$ cat src/rtl/vdi_pkg.sv
// Package for the vertex deduplication indexer: widths, hash constants,
// the queue entry type and the back-end state type. No dependencies.
package vdi_pkg;

    localparam int INDEX_BITS       = 16;
    localparam int KEY_W            = 3 * INDEX_BITS;
    localparam int HALF_W           = KEY_W / 2;
    localparam int VNUM_W           = 10;
    localparam int HASH_W           = 17;
    localparam int HASH_SHIFT       = 32;
    localparam int PROD_W           = HASH_SHIFT + HASH_W;
    localparam int EPOCH_W          = 4;
    localparam int MAX_VERTICES_DEF = 1024;
    localparam int BUCKETS_DEF      = 2048;

    localparam logic [EPOCH_W-1:0] EPOCH_MAX   = {EPOCH_W{1'b1}};
    localparam logic [EPOCH_W-1:0] EPOCH_FIRST = EPOCH_W'(1);
    localparam logic [EPOCH_W-1:0] EPOCH_DEAD  = '0;

    localparam logic [63:0]         HASH_MULT = 64'h9E37_79B9_7F4A_7C15;
    localparam logic [31:0]         MULT_LO   = HASH_MULT[31:0];
    localparam logic [HASH_W-1:0]   MULT_HI   = HASH_MULT[HASH_SHIFT +: HASH_W];

    // register indexes on the write port
    localparam logic CFG_TEXTURE = 1'b0;
    localparam logic CFG_NORMAL  = 1'b1;

    typedef struct packed {
        logic                  first;
        logic [INDEX_BITS-1:0] pos;
        logic [INDEX_BITS-1:0] tex;
        logic [INDEX_BITS-1:0] nrm;
        logic [HASH_W-1:0]     hash;
    } vdi_entry_t;

    typedef enum logic [1:0] {
        BK_CLEAR,
        BK_IDLE,
        BK_READ,
        BK_CHECK
    } back_state_t;

endpackage

$ cat src/rtl/vdi_queue.sv
// Two-entry queue that decouples the front end from the probe engine.
// Depends on vdi_pkg for the entry type.
module vdi_queue
(
    input  logic                clk,
    input  logic                rst_n,
    input  logic                push,
    input  vdi_pkg::vdi_entry_t push_data,
    output logic                full,
    input  logic                pop,
    output logic                not_empty,
    output vdi_pkg::vdi_entry_t head
);

    vdi_pkg::vdi_entry_t slot_reg [2];
    logic       wp_reg, rp_reg;
    logic [1:0] cnt_reg;

    assign full      = cnt_reg == 2'd2;
    assign not_empty = cnt_reg != 2'd0;
    assign head      = slot_reg[rp_reg];

    always_ff @(posedge clk or negedge rst_n)
    begin
        if (!rst_n)
        begin
            wp_reg  <= 1'b0;
            rp_reg  <= 1'b0;
            cnt_reg <= 2'd0;
        end
        else
        begin
            if (push)
                wp_reg <= !wp_reg;
            if (pop)
                rp_reg <= !rp_reg;
            case ({push, pop})
                2'b10:   cnt_reg <= cnt_reg + 2'd1;
                2'b01:   cnt_reg <= cnt_reg - 2'd1;
                default: ;
            endcase
        end
    end

    always_ff @(posedge clk)
    begin
        if (push)
            slot_reg[wp_reg] <= push_data;
    end

endmodule

$ cat config.mk
export PLATFORM = sky130hd
export DESIGN_NAME = vdi_queue
export DESIGN_NICKNAME = d
export VERILOG_FILES = /design/src/rtl/vdi_pkg.sv /design/src/rtl/vdi_queue.sv
export SDC_FILE = /design/constraint.sdc
export NUM_CORES = 1
export LEC_CHECK = 0
export BUFFER_PORTS_ARGS = -buffer_cell sky130_fd_sc_hd__buf_2
export CAP_MARGIN = 15
export CORE_MARGIN = 1.5
export CORE_UTILIZATION = 52
export DETAILED_ROUTE_END_ITERATION = 12
export PLACE_DENSITY_LB_ADDON = 0.15
export SLEW_MARGIN = 25
export SYNTH_ARGS = -nofsm -noshare
export SYNTH_HDL_FRONTEND = slang
export SYNTH_SLANG_ARGS = --single-unit
$ cat constraint.sdc
create_clock -name clk -period 5 [get_ports clk]
set_input_delay 0.5 -clock clk [delete_from_list [all_inputs] [get_ports clk]]
set_output_delay 0.5 -clock clk [all_outputs]
set_load 0.005 [all_outputs]
Word-level counts from Yosys, hierarchy flattened. Memory sizes are Yosys's and may differ from the RTL's. Index checks and enable logic that the tools add are counted.

Eq/ne operators: 3. Reduce and logical (&&, ||, !) cells: 4. Multiplexer cells: 3. Add/sub/neg operators: 2.

Operator list (count): equality test 2 bit (second input constant) (2); one-hot mux 2 bit (2 select lines) (1); nonzero test 2 bit (2); adder 2 x 1 -> 2 bit (second input constant) (1); equality test 2 x 1 -> 1 bit (second input constant) (1); zero test 1 bit (2); two-way mux 1 bit (2); subtractor 2 x 1 -> 2 bit (second input constant) (1).

RAM bits: 132. Input bits: 70. Memories kept: 1. Register bits: 4. Output and inout port bits: 68. Word-level logic and storage cells: 16.

Memories: slot_reg (words 2, bits a word 66, rd ports 1, clocked after memory_dff 0, wr ports 1, line vdi_queue.sv:15) `vdi_pkg::vdi_entry_t slot_reg [2];`.

Depth between registers and ports, before layout.
Word-level depth: 2. Gate-level depth with buffers: 5. Depth with buffers taken out: 5.

Worst setup path before layout. No wires, ideal clock.

Path kind: input port to flip-flop. Start point: input push. End point: memory slot_reg[0][0] in the netlist's numbering, enable pin. Library setup time: 0.492 ns. Buffers on the path: 0. Data arrival time: 3.327 ns. Slack: 1.181 ns. Cell stages on the path: 2. Cell sequence: inv_1 -> nor2_1.

Word-level cells in the longest chain between the ends: 2.

RTL lines: start: declaration (line vdi_queue.sv:7) `input logic push,`; two-way mux 1 bit (line vdi_queue.sv:47) `if (push)`; two-way mux 1 bit (not written as such) (line vdi_queue.sv:48) `slot_reg[wp_reg] <= push_data;`; end: declaration (line vdi_queue.sv:15).

Every way passes these cells.

==> results_dict.tcl <==
set metrics [dict create \
    place.gp.congestion 0.687 \
    grt_max_degree 68 \
    p_per_area_mw_per_mm2 571 \
    r2r_slack_ns 2.96 \
    ys_warn_count 0 \
    rsz0062_at_grt "false" \
    layout_commonest_cell "buf_2" \
    hp-start "push_data[56]" \
    yosys-top-cells-area "edfxtp_1 78%, mux2_4 8.9%, mux2_2 8.0%" \
    root_buffer "clkbuf_8" \
    cts-buffers-inserted 17 \
    largest_register_ffs 132 \
    drive_above_1_share_pct 61.4 \
    setup_violations 0 \
    relSlewSlack_pct 47.4 \
    crit_family "flip-flops" \
    startpoint "rp_reg" \
    wl_per_cell_um 15.7 \
    core_area_mm2 0.00933 \
    syn_inst 221 \
    grt_use_met1_pct 19.6 \
    grt.busiest_layer "met2" \
    final_cell_mix "137 x buf_2, 132 x edfxtp_1, 36 x mux2_2" \
    dpl.hpwl_um 5310 \
    synth_top_area_share_pct 78.3 \
    gr-total-overflow 0 \
    avgSynthCellArea_um2 22.9 \
    globalRouteMet2Util_pct 27.3 \
    wirelength_um 8130 \
    vias 2539 \
    worstSkewPairLatency_ns 0.50 \
    syn_to_final_growth_pct 29.2 \
    clock_skew_ns 0.00428 \
    p_leak_uw 0.00256 \
    htree_levels 4 \
    hold_class "in2reg" \
    path_cells "buf_12, mux2_2, buf_2" \
    die_height_um 102 \
    viasPerCell 4.90 \
    yosysTopAreaCell "edfxtp_1" \
    start_util_pct 54.3 \
    worst_pin_slew_ns 0.789 \
    io_pins 138 \
    syn-num-nets 292 \
    cts.sinks 136 \
    antenna_found_initial 0 \
    status "finished, final reports clean" \
    required_ns 4.50 \
    synthDistinctLibCells 15 \
    peakVddDrop_v 0.000497 \
    syn-cell-area_mm2 0.00506 \
    die_w_um 102 \
    drt_iter0_markers 78 \
    grt_pass1_vias 2623 \
    fill_cells 631 \
    rows 35 \
    die-area_mm2 0.0103 \
    finalCritPeriodShare_pct 51.6 \
    grt_pass1_wl_um 12400 \
    start_kind "flip-flop" \
    cp_num_buf_inv 2 \
    drv_slew 0 \
    min_period_ns 2.58 \
    fin_tns_setup_ns 0 \
    grt_use_met3_pct 6.83 \
    maxCapViolCount 0 \
    cp_slowest_cell "dfrtp_4" \
    cts_buffer_depth 2 \
    port_buffers 137 \
    synth.ff_latch_count 136 \
    path_class "reg2out" \
    diodes 0 \
    cts_tree "yes" \
    grt.total_usage_pct 16.8 \
    max_freq_mhz 388 \
    timing.rr.start "wp_reg" \
    ant_nets 0 \
    path_max_fanout 35 \
    arrival_ns 2.08 \
    critical-path-max-stage-delay_ns 0.74 \
    postLayoutCoreUtil_pct 70.1 \
    end_kind "output port" \
    clk_pin_slew_ns 0.06 \
    finalHoldViolCount 0 \
    final_nets 447 \
    synth_seq_area_share_pct 80.3 \
    post-route-drc-count 0 \
    drtPass1Iterations 4 \
]
[per-stage QoR]
step | hold slack [ns] | cell area, um2 | setup WS (ns) | power (uW) | instances
2_1_floorplan | 0.204 | 5060 | 1.18 | 2230 | 221
3_3_place_gp | 0.309 | 5880 | 2.52 | 2550 | 482
3_5_place_dp | 0.315 | 5940 | 2.75 | 2590 | 484
4_1_cts | 0.157 | 6520 | 2.24 | 3780 | 517
5_1_grt | 0.153 | 6540 | 2.30 | 3920 | 518
6_report | 0.182 | 6540 | 2.42 | 3740 | 518
[final timing paths]
kind,endpoint,cells after the start
setup reg to reg,slot_reg[1][57],2
hold reg to reg,cnt_reg[1],1
min in group asynchronous,cnt_reg[0],2
hold / removal,slot_reg[1][56],1
max in group asynchronous,rp_reg,2
setup / recovery,head[1],3
[where the power goes]
group	internal, uW	switching, uW	total, uW
Combinational	534	388	922
Clock	756	429	1180
Sequential	1520	114	1630
[metal layers]
layer	up-vias	wire, um
met1	1247	3260
li1	1184	-
met4	0	129
met5	-	0
met3	12	606
met2	96	4130
[what timing repair did]
item                                   4_1_cts  5_1_grt
setup buffers                                0        0
endpoints found under the hold margin        4        0
hold buffers                                 1        0
resized for setup                            0        0
[cell families after synthesis]
family	Yosys count	synth area share [%]
adder cells (fa/ha/maj)	1	0.247
multiplexers	66	16.9
XOR/XNOR	5	0.865
AND/OR/NAND/NOR	5	0.519
buffers and inverters	8	1.19
flip-flops	136	80.3
[worst reg2reg max path, delay by kind of cell (launching register included)]
kind                   cells  cell delay [ns]
buffers and inverters      1             0.55
DFF                        1             0.42
and+or+nand+nor            1             0.70
[layout make-up]
| class | instances | area, um2 | area share [%] |
|---|---|---|---|
| clock buffer | 20 | 425 | 6.50 |
| tap | 129 | 161 | 2.47 |
| clock inverter | 12 | 151 | 2.31 |
| inverter | 1 | 3.75 | 0.0574 |
| sequential | 136 | 4070 | 62.2 |
| multi-input combinational | 77 | 947 | 14.5 |
| timing repair buffer | 143 | 786 | 12.0 |
[Yosys cell counts]
cell and number:
edfxtp_1 132, mux2_2 36, mux2_4 30, dfrtp_1 4, buf_2 3, buf_6 3
xor2_1 3, nor2_1 2, xnor2_1 2, and2_1 1, buf_4 1, ha_1 1
inv_1 1, nor2b_1 1, or2_2 1
Power figures use the tool's default switching activity.
