## src/rtl/vdi_pkg.sv

```systemverilog
// Package for the vertex deduplication indexer: widths, hash constants,
// the queue entry type and the back-end state type. No dependencies.
package vdi_pkg;

    localparam int INDEX_BITS       = 16;
    localparam int KEY_W            = 3 * INDEX_BITS;
    localparam int HALF_W           = KEY_W / 2;
    localparam int VNUM_W           = 10;
    localparam int HASH_W           = 17;
    localparam int HASH_SHIFT       = 32;
    localparam int PROD_W           = HASH_SHIFT + HASH_W;
    localparam int EPOCH_W          = 4;
    localparam int MAX_VERTICES_DEF = 1024;
    localparam int BUCKETS_DEF      = 2048;

    localparam logic [EPOCH_W-1:0] EPOCH_MAX   = {EPOCH_W{1'b1}};
    localparam logic [EPOCH_W-1:0] EPOCH_FIRST = EPOCH_W'(1);
    localparam logic [EPOCH_W-1:0] EPOCH_DEAD  = '0;

    localparam logic [63:0]         HASH_MULT = 64'h9E37_79B9_7F4A_7C15;
    localparam logic [31:0]         MULT_LO   = HASH_MULT[31:0];
    localparam logic [HASH_W-1:0]   MULT_HI   = HASH_MULT[HASH_SHIFT +: HASH_W];

    // register indexes on the write port
    localparam logic CFG_TEXTURE = 1'b0;
    localparam logic CFG_NORMAL  = 1'b1;

    typedef struct packed {
        logic                  first;
        logic [INDEX_BITS-1:0] pos;
        logic [INDEX_BITS-1:0] tex;
        logic [INDEX_BITS-1:0] nrm;
        logic [HASH_W-1:0]     hash;
    } vdi_entry_t;

    typedef enum logic [1:0] {
        BK_CLEAR,
        BK_IDLE,
        BK_READ,
        BK_CHECK
    } back_state_t;

endpackage

```

## src/rtl/vdi_if.sv

```systemverilog
// Valid/ready channel interfaces for corners in and results out.
// Depends on vdi_pkg for field widths.
interface vdi_corner_if;
    logic                           valid;
    logic                           ready;
    logic                           first_of_model;
    logic [vdi_pkg::INDEX_BITS-1:0] position_index;
    logic [vdi_pkg::INDEX_BITS-1:0] texture_index;
    logic [vdi_pkg::INDEX_BITS-1:0] normal_index;

    modport source (output valid, first_of_model, position_index, texture_index,
                    normal_index, input ready);
    modport sink   (input valid, first_of_model, position_index, texture_index,
                    normal_index, output ready);
endinterface


```

## src/rtl/vdi_front.sv

```systemverilog
// Front end: config registers, slot conversion, key forming and the
// split 64-bit hash multiply. Depends on vdi_pkg and vdi_corner_if.
module vdi_front
(
    input  logic                clk,
    input  logic                rst_n,
    vdi_corner_if.sink          corner,
    input  logic                wr_en,
    input  logic                wr_index,
    input  logic                wr_data,
    output logic                push,
    output vdi_pkg::vdi_entry_t push_data,
    input  logic                full
);

    localparam int IB = vdi_pkg::INDEX_BITS;
    localparam int HW = vdi_pkg::HALF_W;
    localparam int MW = HW + 32;

    logic tex_en_reg, nrm_en_reg;
    logic a_valid_reg, b_valid_reg;
    logic stall;

    logic          a_first_reg, b_first_reg;
    logic [IB-1:0] a_pos_reg, a_tex_reg, a_nrm_reg;
    logic [IB-1:0] b_pos_reg, b_tex_reg, b_nrm_reg;

    logic [vdi_pkg::KEY_W-1:0] key;
    logic [MW-1:0]             m0, m1, m2;
    logic [vdi_pkg::PROD_W-1:0]                    p0_reg, p0_next;
    logic [vdi_pkg::HASH_W-1:0]                    p1_reg, p1_next;
    logic [vdi_pkg::PROD_W-vdi_pkg::HALF_W-1:0]    p2_reg, p2_next;
    logic [vdi_pkg::PROD_W-1:0]                    sum;

    always_ff @(posedge clk or negedge rst_n)
    begin
        if (!rst_n)
        begin
            tex_en_reg <= 1'b0;
            nrm_en_reg <= 1'b0;
        end
        else if (wr_en)
        begin
            case (wr_index)
                vdi_pkg::CFG_TEXTURE: tex_en_reg <= wr_data;
                vdi_pkg::CFG_NORMAL:  nrm_en_reg <= wr_data;
                default:              ;
            endcase
        end
    end

    assign stall        = b_valid_reg && full;
    assign corner.ready = !stall;

    always_ff @(posedge clk or negedge rst_n)
    begin
        if (!rst_n)
        begin
            a_valid_reg <= 1'b0;
            b_valid_reg <= 1'b0;
        end
        else if (!stall)
        begin
            a_valid_reg <= corner.valid;
            b_valid_reg <= a_valid_reg;
        end
    end

    // stage A: 1-based to 0-based, disabled components forced to zero
    always_ff @(posedge clk)
    begin
        if (!stall)
        begin
            a_first_reg <= corner.first_of_model;
            a_pos_reg   <= corner.position_index - IB'(1);
            a_tex_reg   <= tex_en_reg ? corner.texture_index - IB'(1) : '0;
            a_nrm_reg   <= nrm_en_reg ? corner.normal_index - IB'(1) : '0;
        end
    end

    // stage B: partial products of key * HASH_MULT, kept only below bit PROD_W
    assign key = {a_nrm_reg, a_tex_reg, a_pos_reg};
    assign m0  = MW'(key[HW-1:0]) * MW'(vdi_pkg::MULT_LO);
    assign m1  = MW'(key[HW-1:0]) * MW'(vdi_pkg::MULT_HI);
    assign m2  = MW'(key[vdi_pkg::KEY_W-1:HW]) * MW'(vdi_pkg::MULT_LO);

    assign p0_next = m0[vdi_pkg::PROD_W-1:0];
    assign p1_next = m1[vdi_pkg::HASH_W-1:0];
    assign p2_next = m2[vdi_pkg::PROD_W-HW-1:0];

    always_ff @(posedge clk)
    begin
        if (!stall)
        begin
            p0_reg      <= p0_next;
            p1_reg      <= p1_next;
            p2_reg      <= p2_next;
            b_first_reg <= a_first_reg;
            b_pos_reg   <= a_pos_reg;
            b_tex_reg   <= a_tex_reg;
            b_nrm_reg   <= a_nrm_reg;
        end
    end

    assign sum = p0_reg
               + {p1_reg, {vdi_pkg::HASH_SHIFT{1'b0}}}
               + {p2_reg, {HW{1'b0}}};

    assign push            = b_valid_reg && !full;
    assign push_data.first = b_first_reg;
    assign push_data.pos   = b_pos_reg;
    assign push_data.tex   = b_tex_reg;
    assign push_data.nrm   = b_nrm_reg;
    assign push_data.hash  = sum[vdi_pkg::PROD_W-1:vdi_pkg::HASH_SHIFT];

endmodule

```

## src/flat_wrapper.sv

```systemverilog
// flat-port wrapper written by rule: the top's interface ports become plain ports
module vdi_front_flat 
  (clk, rst_n, wr_en, wr_index, wr_data, push, push_data, full, corner_valid, corner_first_of_model, corner_position_index, corner_texture_index, corner_normal_index, corner_ready);
  vdi_corner_if corner_i ();
  input  logic clk;
  input  logic rst_n;
  input  logic wr_en;
  input  logic wr_index;
  input  logic wr_data;
  output logic push;
  output vdi_pkg::vdi_entry_t push_data;
  input  logic full;
  input wire logic [$bits(corner_i.valid)-1:0] corner_valid;
  input wire logic [$bits(corner_i.first_of_model)-1:0] corner_first_of_model;
  input wire logic [$bits(corner_i.position_index)-1:0] corner_position_index;
  input wire logic [$bits(corner_i.texture_index)-1:0] corner_texture_index;
  input wire logic [$bits(corner_i.normal_index)-1:0] corner_normal_index;
  output wire logic [$bits(corner_i.ready)-1:0] corner_ready;
  assign corner_i.valid = corner_valid;
  assign corner_i.first_of_model = corner_first_of_model;
  assign corner_i.position_index = corner_position_index;
  assign corner_i.texture_index = corner_texture_index;
  assign corner_i.normal_index = corner_normal_index;
  assign corner_ready = corner_i.ready;
  vdi_front u_core (.clk(clk), .rst_n(rst_n), .corner(corner_i), .wr_en(wr_en), .wr_index(wr_index), .wr_data(wr_data), .push(push), .push_data(push_data), .full(full));
endmodule
```

## config.mk

```make
export PLATFORM = sky130hd
export DESIGN_NAME = vdi_front_flat
export DESIGN_NICKNAME = d
export VERILOG_FILES = /design/src/rtl/vdi_pkg.sv /design/src/rtl/vdi_if.sv /design/src/rtl/vdi_front.sv /design/src/flat_wrapper.sv
export SDC_FILE = /design/constraint.sdc
export NUM_CORES = 1
export LEC_CHECK = 0
export ABC_AREA = 1
export BUFFER_PORTS_ARGS = -buffer_cell sky130_fd_sc_hd__buf_4
export CAP_MARGIN = 30
export CORE_MARGIN = 1.5
export CORE_UTILIZATION = 65
export CTS_CLUSTER_DIAMETER = 120
export DETAILED_ROUTE_END_ITERATION = 12
export GPL_TIMING_DRIVEN = 0
export PLACE_DENSITY = 0.84
export SYNTH_ARGS = -nofsm -noshare
export SYNTH_HDL_FRONTEND = slang
export SYNTH_SLANG_ARGS = --single-unit
```

## constraint.sdc

```tcl
create_clock -name clk -period 11.1 [get_ports clk]
set_input_delay 1.11 -clock clk [delete_from_list [all_inputs] [get_ports clk]]
set_output_delay 1.11 -clock clk [all_outputs]
set_load 0.02 [all_outputs]
```

-- Word-level counts from Yosys, hierarchy flattened
Cells that the tools add are included.
W data, S select, Z words.
- register bits after elaboration: 193
- word-level logic and storage cells: 30
- bitwise logic cells: 1
- $add $sub $neg: 5
- $mul: 3
- reductions and logical operators: 6
- operator list (operator ; number):
    $add A49 B49 Y49 ; 2
    $mul A24 B31 Y49 const B ; 1
    $sub A16 B1 Y16 const B ; 3
    $mul A24 B31 Y25 const B ; 1
    $mul A24 B17 Y17 const B ; 1
    $reduce_and A2 Y1 ; 2
    $logic_and A1 B1 Y1 ; 2
    $logic_not A1 Y1 ; 2
    $not A1 Y1 ; 1

-- Depth between registers and ports, before layout
- depth in word-level cells: 2
- mapped depth: 26
- gate-level depth less buffers: 26

-- Least setup slack after synthesis
Ideal clock, no wire load.
- path kind: register to register
- from: register u_core.a_pos_reg[4]
- to: register u_core.p0_reg[45] in the netlist's numbering (data pin)
- buffers on the path: 0
- cell stages (with the launch flop): 24
- data arrival time: 5.968 ns
- setup slack: 4.880 ns
- library setup time: 0.252 ns
- period minus slack after synthesis: 6.220 ns
- cell sequence: edfxtp_1 -> inv_1 -> fa_1 -> inv_1 -> fa_1 -> fa_1 -> inv_1 -> fa_1 -> inv_1 -> fa_1 -> fa_1 -> inv_1 -> fa_1 -> inv_1 -> ha_1 -> a21o_1 -> nor2_2 -> nor2_1 -> nor2_1 -> nor2_1 -> nor2_1 -> nand2_1 -> nand2_1 -> nand2_1
- word-level cells in the longest chain between the ends: 1
- ends and longest elaborated chain (what ; RTL line ; text):
    start: declaration ; vdi_front.sv:25 ; logic [IB-1:0] a_pos_reg, a_tex_reg, a_nrm_reg;
    start signal: assignment ; vdi_front.sv:75 ; a_pos_reg <= corner.position_index - IB'(1);
    $mul A24 B31 Y49 ; vdi_front.sv:83 ; assign m0 = MW'(key[HW-1:0]) * MW'(vdi_pkg::MULT_LO);
    named net u_core.m0[45] ; vdi_front.sv:29 ; logic [MW-1:0] m0, m1, m2;
    end signal: assignment ; vdi_front.sv:95 ; p0_reg <= p0_next;
    end: declaration ; vdi_front.sv:30 ; logic [vdi_pkg::PROD_W-1:0] p0_reg, p0_next;
The timed path passes the listed nets, and every way through them passes these cells.
A chain may end at the register's enable or synchronous reset.

-- Worst setup path in the final report
- from: register u_core.a_pos_reg[4]
- to: register u_core.p0_reg[39] in the netlist's numbering (data pin)
The elaborated chain is that of the path after synthesis.

==> results.md <==
* Hold Path Class: in2async
* Synth top area share at 28.30%
* Worst reg2reg setup slack at 3480 ps
* IO Port Bufs at 123
* Layout Nets at 3980
* DRC Markers at 6
* Sequential share of the synthesized area at 18.06%
* Worst-path fanout max at 13
* Die height at 207.4 um
* Final setup violation count at 0
* Post-Synthesis Cell Area at 27160 um^2
* Fraction of registers with async set/reset at 2.439%
* Delay-heaviest family, CP: adder cells
* Setup bufs post-CTS at 0
* Worst skew pair latency at 500 ps
* Area growth syn-to-layout at 8.333%
* Met3 WL at 6.129 mm
* Slew Limit Fails at 0
* Worst path slowest cell: edfxtp_1
* F_max at 0.1312 GHz
* Gate count of the mapped netlist at 2923
* Crit Path Category: reg2reg
* Largest net degree at the start of global routing at 73
* Post-synth EDFFs at 160
* Wire length of the first global-routing pass at 117.9 mm
* Total CTS buffers at 17
* Htree depth at 4
* Most used cell, CP: fa_1
* Max-Cap Viols at 0
* Antenna violations before repair at 2
* Antenna-violating nets left at 0
* Met2 WL at 34.27 mm
* TritonRoute pass-1 iters at 12
* Area of the core at 41020 um^2
* # rows at 74
* Worst-Margin Slew at 982.7 ps
* Reg clk slew, reported paths at 80 ps
* CP Buf/Inv Count at 6
* Arrival time at the worst endpoint at 7840 ps
* Vias per cell at 5.665
* Grt ovf at 0
* Crit-path cells: inv_1 > fa_1 > inv_1 > fa_1 > fa_1 > inv_1 > fa_1 > inv_1 > fa_1 > fa_1 > inv_1 > fa_1 > inv_1 > ha_1 > nand2_1 > nor2_1 > nand2_1 > nor2_1 > nand4_1 > nand4_1 > nand2_1
* Most used DFF post-synth: edfxtp_1
* Violated checks: design-rule violations
* Synth Net Count at 3836
* Largest area contributor in the netlist: fa_1
* Most frequent cell after synthesis: inv_1
* R2R depth at 21
* Critical Path Sink Type: flip-flop
* Die width at 207.4 um
* Starting Density at 66.22%
* Clock Tree Root: clkbuf_16
* All-Layer GR Usage at 36.38%
* RSZ-0062 raised after global routing: false
* Critical Path RT at 11320 ps
* TNS Setup at 0 ps
* WL met1 at 30.59 mm
* Clock skew at 15.94 ps
* Max incr delay on CP at 900 ps
* Yosys warnings at 0
* Max_slew headroom at 34.49%
* Hpwl dp at 63.16 mm
* Avg Cell Area, Syn at 9.293 um^2
* Final worst-path cycle share at 68.66%
* Routability cong. at 0.9936
* Final WL at 74.09 mm
* Initial DRC Count at 1744
* Ports at 124
* Status: finished with violations
* Top cells by area, synth: fa_1 28%, ha_1 22%, edfxtp_1 18%, inv_1 10%, nand2_1 5.8%
* Post-route minimum period at 7621 ps
* CTS tree: yes
* Die Area at 43020 um^2
* Yosys reg bits at 164
* Reg-to-Reg Start: u_core.a_pos_reg[4]
* Vias in the first global route at 21.95k
* Antenna diodes at 0
* Worst R2R End: u_core.p0_reg[39]
* Hold_buf cts at 0
* Layout cells sized above 1 at 7.208%
* Vias at 20.46k
* Worst setup SP type: flip-flop
* Bufs on Longest Clock Path at 2
* Synth cell types at 44
* Post-DR wirelength/cell at 20.51 um
* Max Used Layer: met4
* Clk sink count at 164
* Commonest cells in the netlist: 734 x inv_1, 473 x ha_1, 420 x nand2_1, 384 x fa_1, 187 x nor2_1
* Final hold violations at 0
* PostCTS Resize Cnt at 0
[kinds of logic after synthesis]
family | share of synthesized area (%)
adder cells (fa/ha/maj) | 50.09
AND/OR/NAND/NOR | 12.81
buffers and inverters | 10.39
AO/OA/AOI/OAI | 5.044
flip-flops | 18.06
XOR/XNOR | 3.611
[layout by cell type (no fill, tap or decap), types with 14 or more instances in the layout]
| master | count |
|---|---|
| o21bai_1 | 20 |
| nand4_1 | 27 |
| nand2_1 | 419 |
| nor2_1 | 187 |
| buf_4 | 129 |
| o21ai_0 | 51 |
| inv_1 | 734 |
| xor2_1 | 74 |
| xnor2_1 | 38 |
| nand3_1 | 86 |
| nor3_1 | 14 |
| a21oi_1 | 126 |
| ha_1 | 473 |
| clkbuf_16 | 17 |
| edfxtp_1 | 160 |
| fa_1 | 384 |
| nor2_2 | 14 |
| a21o_1 | 16 |
[area by class of cell]
class                   count  area (um^2)
flip-flops and latches    164         4905
well taps                 532        665.6
plain buffers               8        52.55
repair buffers            125        978.4
multi-input cells        2013        19440
clock inverters            15        186.4
clock buffers              17        425.4
fillers                  3046        11590
inverters                 738         2770
[metrics by stage]
step / hold slack [ps] / instances / utilization [%] / area [um^2] / setup slack, ps
2_1_floorplan: 400.3 / 2923 / - / 27160 / 4880
3_3_place_gp: 403.3 / 3578 / 70.10 / 28750 / 3360
3_5_place_dp: 405.2 / 3580 / 70.25 / 28810 / 3640
4_1_cts: 366.6 / 3612 / 71.74 / 29430 / 3568
5_1_grt: 377.2 / 3612 / 71.74 / 29430 / 3185
6_report: 401.8 / 3612 / 71.74 / 29430 / 3479
[routing by layer]
metal / up-vias / global-route usage [%]
li1: 9455 / -
met1: 9996 / 47.15
met2: 822 / 58.95
met3: 189 / 8.759
met4: 0 / 15.01
met5: - / 0
[how the worst max path moves through the flow]
stage | slack (ps) | cells after the start | endpoint | start
2_1_floorplan | 4880 | 23 | u_core.p0_reg[45] | u_core.a_pos_reg[4]
3_3_place_gp | 3360 | 3 | corner_ready | full
3_5_place_dp | 3640 | 21 | u_core.p0_reg[39] | u_core.a_pos_reg[4]
4_1_cts | 3570 | 21 | u_core.p0_reg[39] | u_core.a_pos_reg[4]
5_1_grt | 3190 | 21 | u_core.p0_reg[39] | u_core.a_pos_reg[4]
6_report | 3480 | 21 | u_core.p0_reg[39] | u_core.a_pos_reg[4]
Power is left out: the tool's default activity adds up to more than one toggle a clock period on the data nets, which glitch-free logic cannot reach.
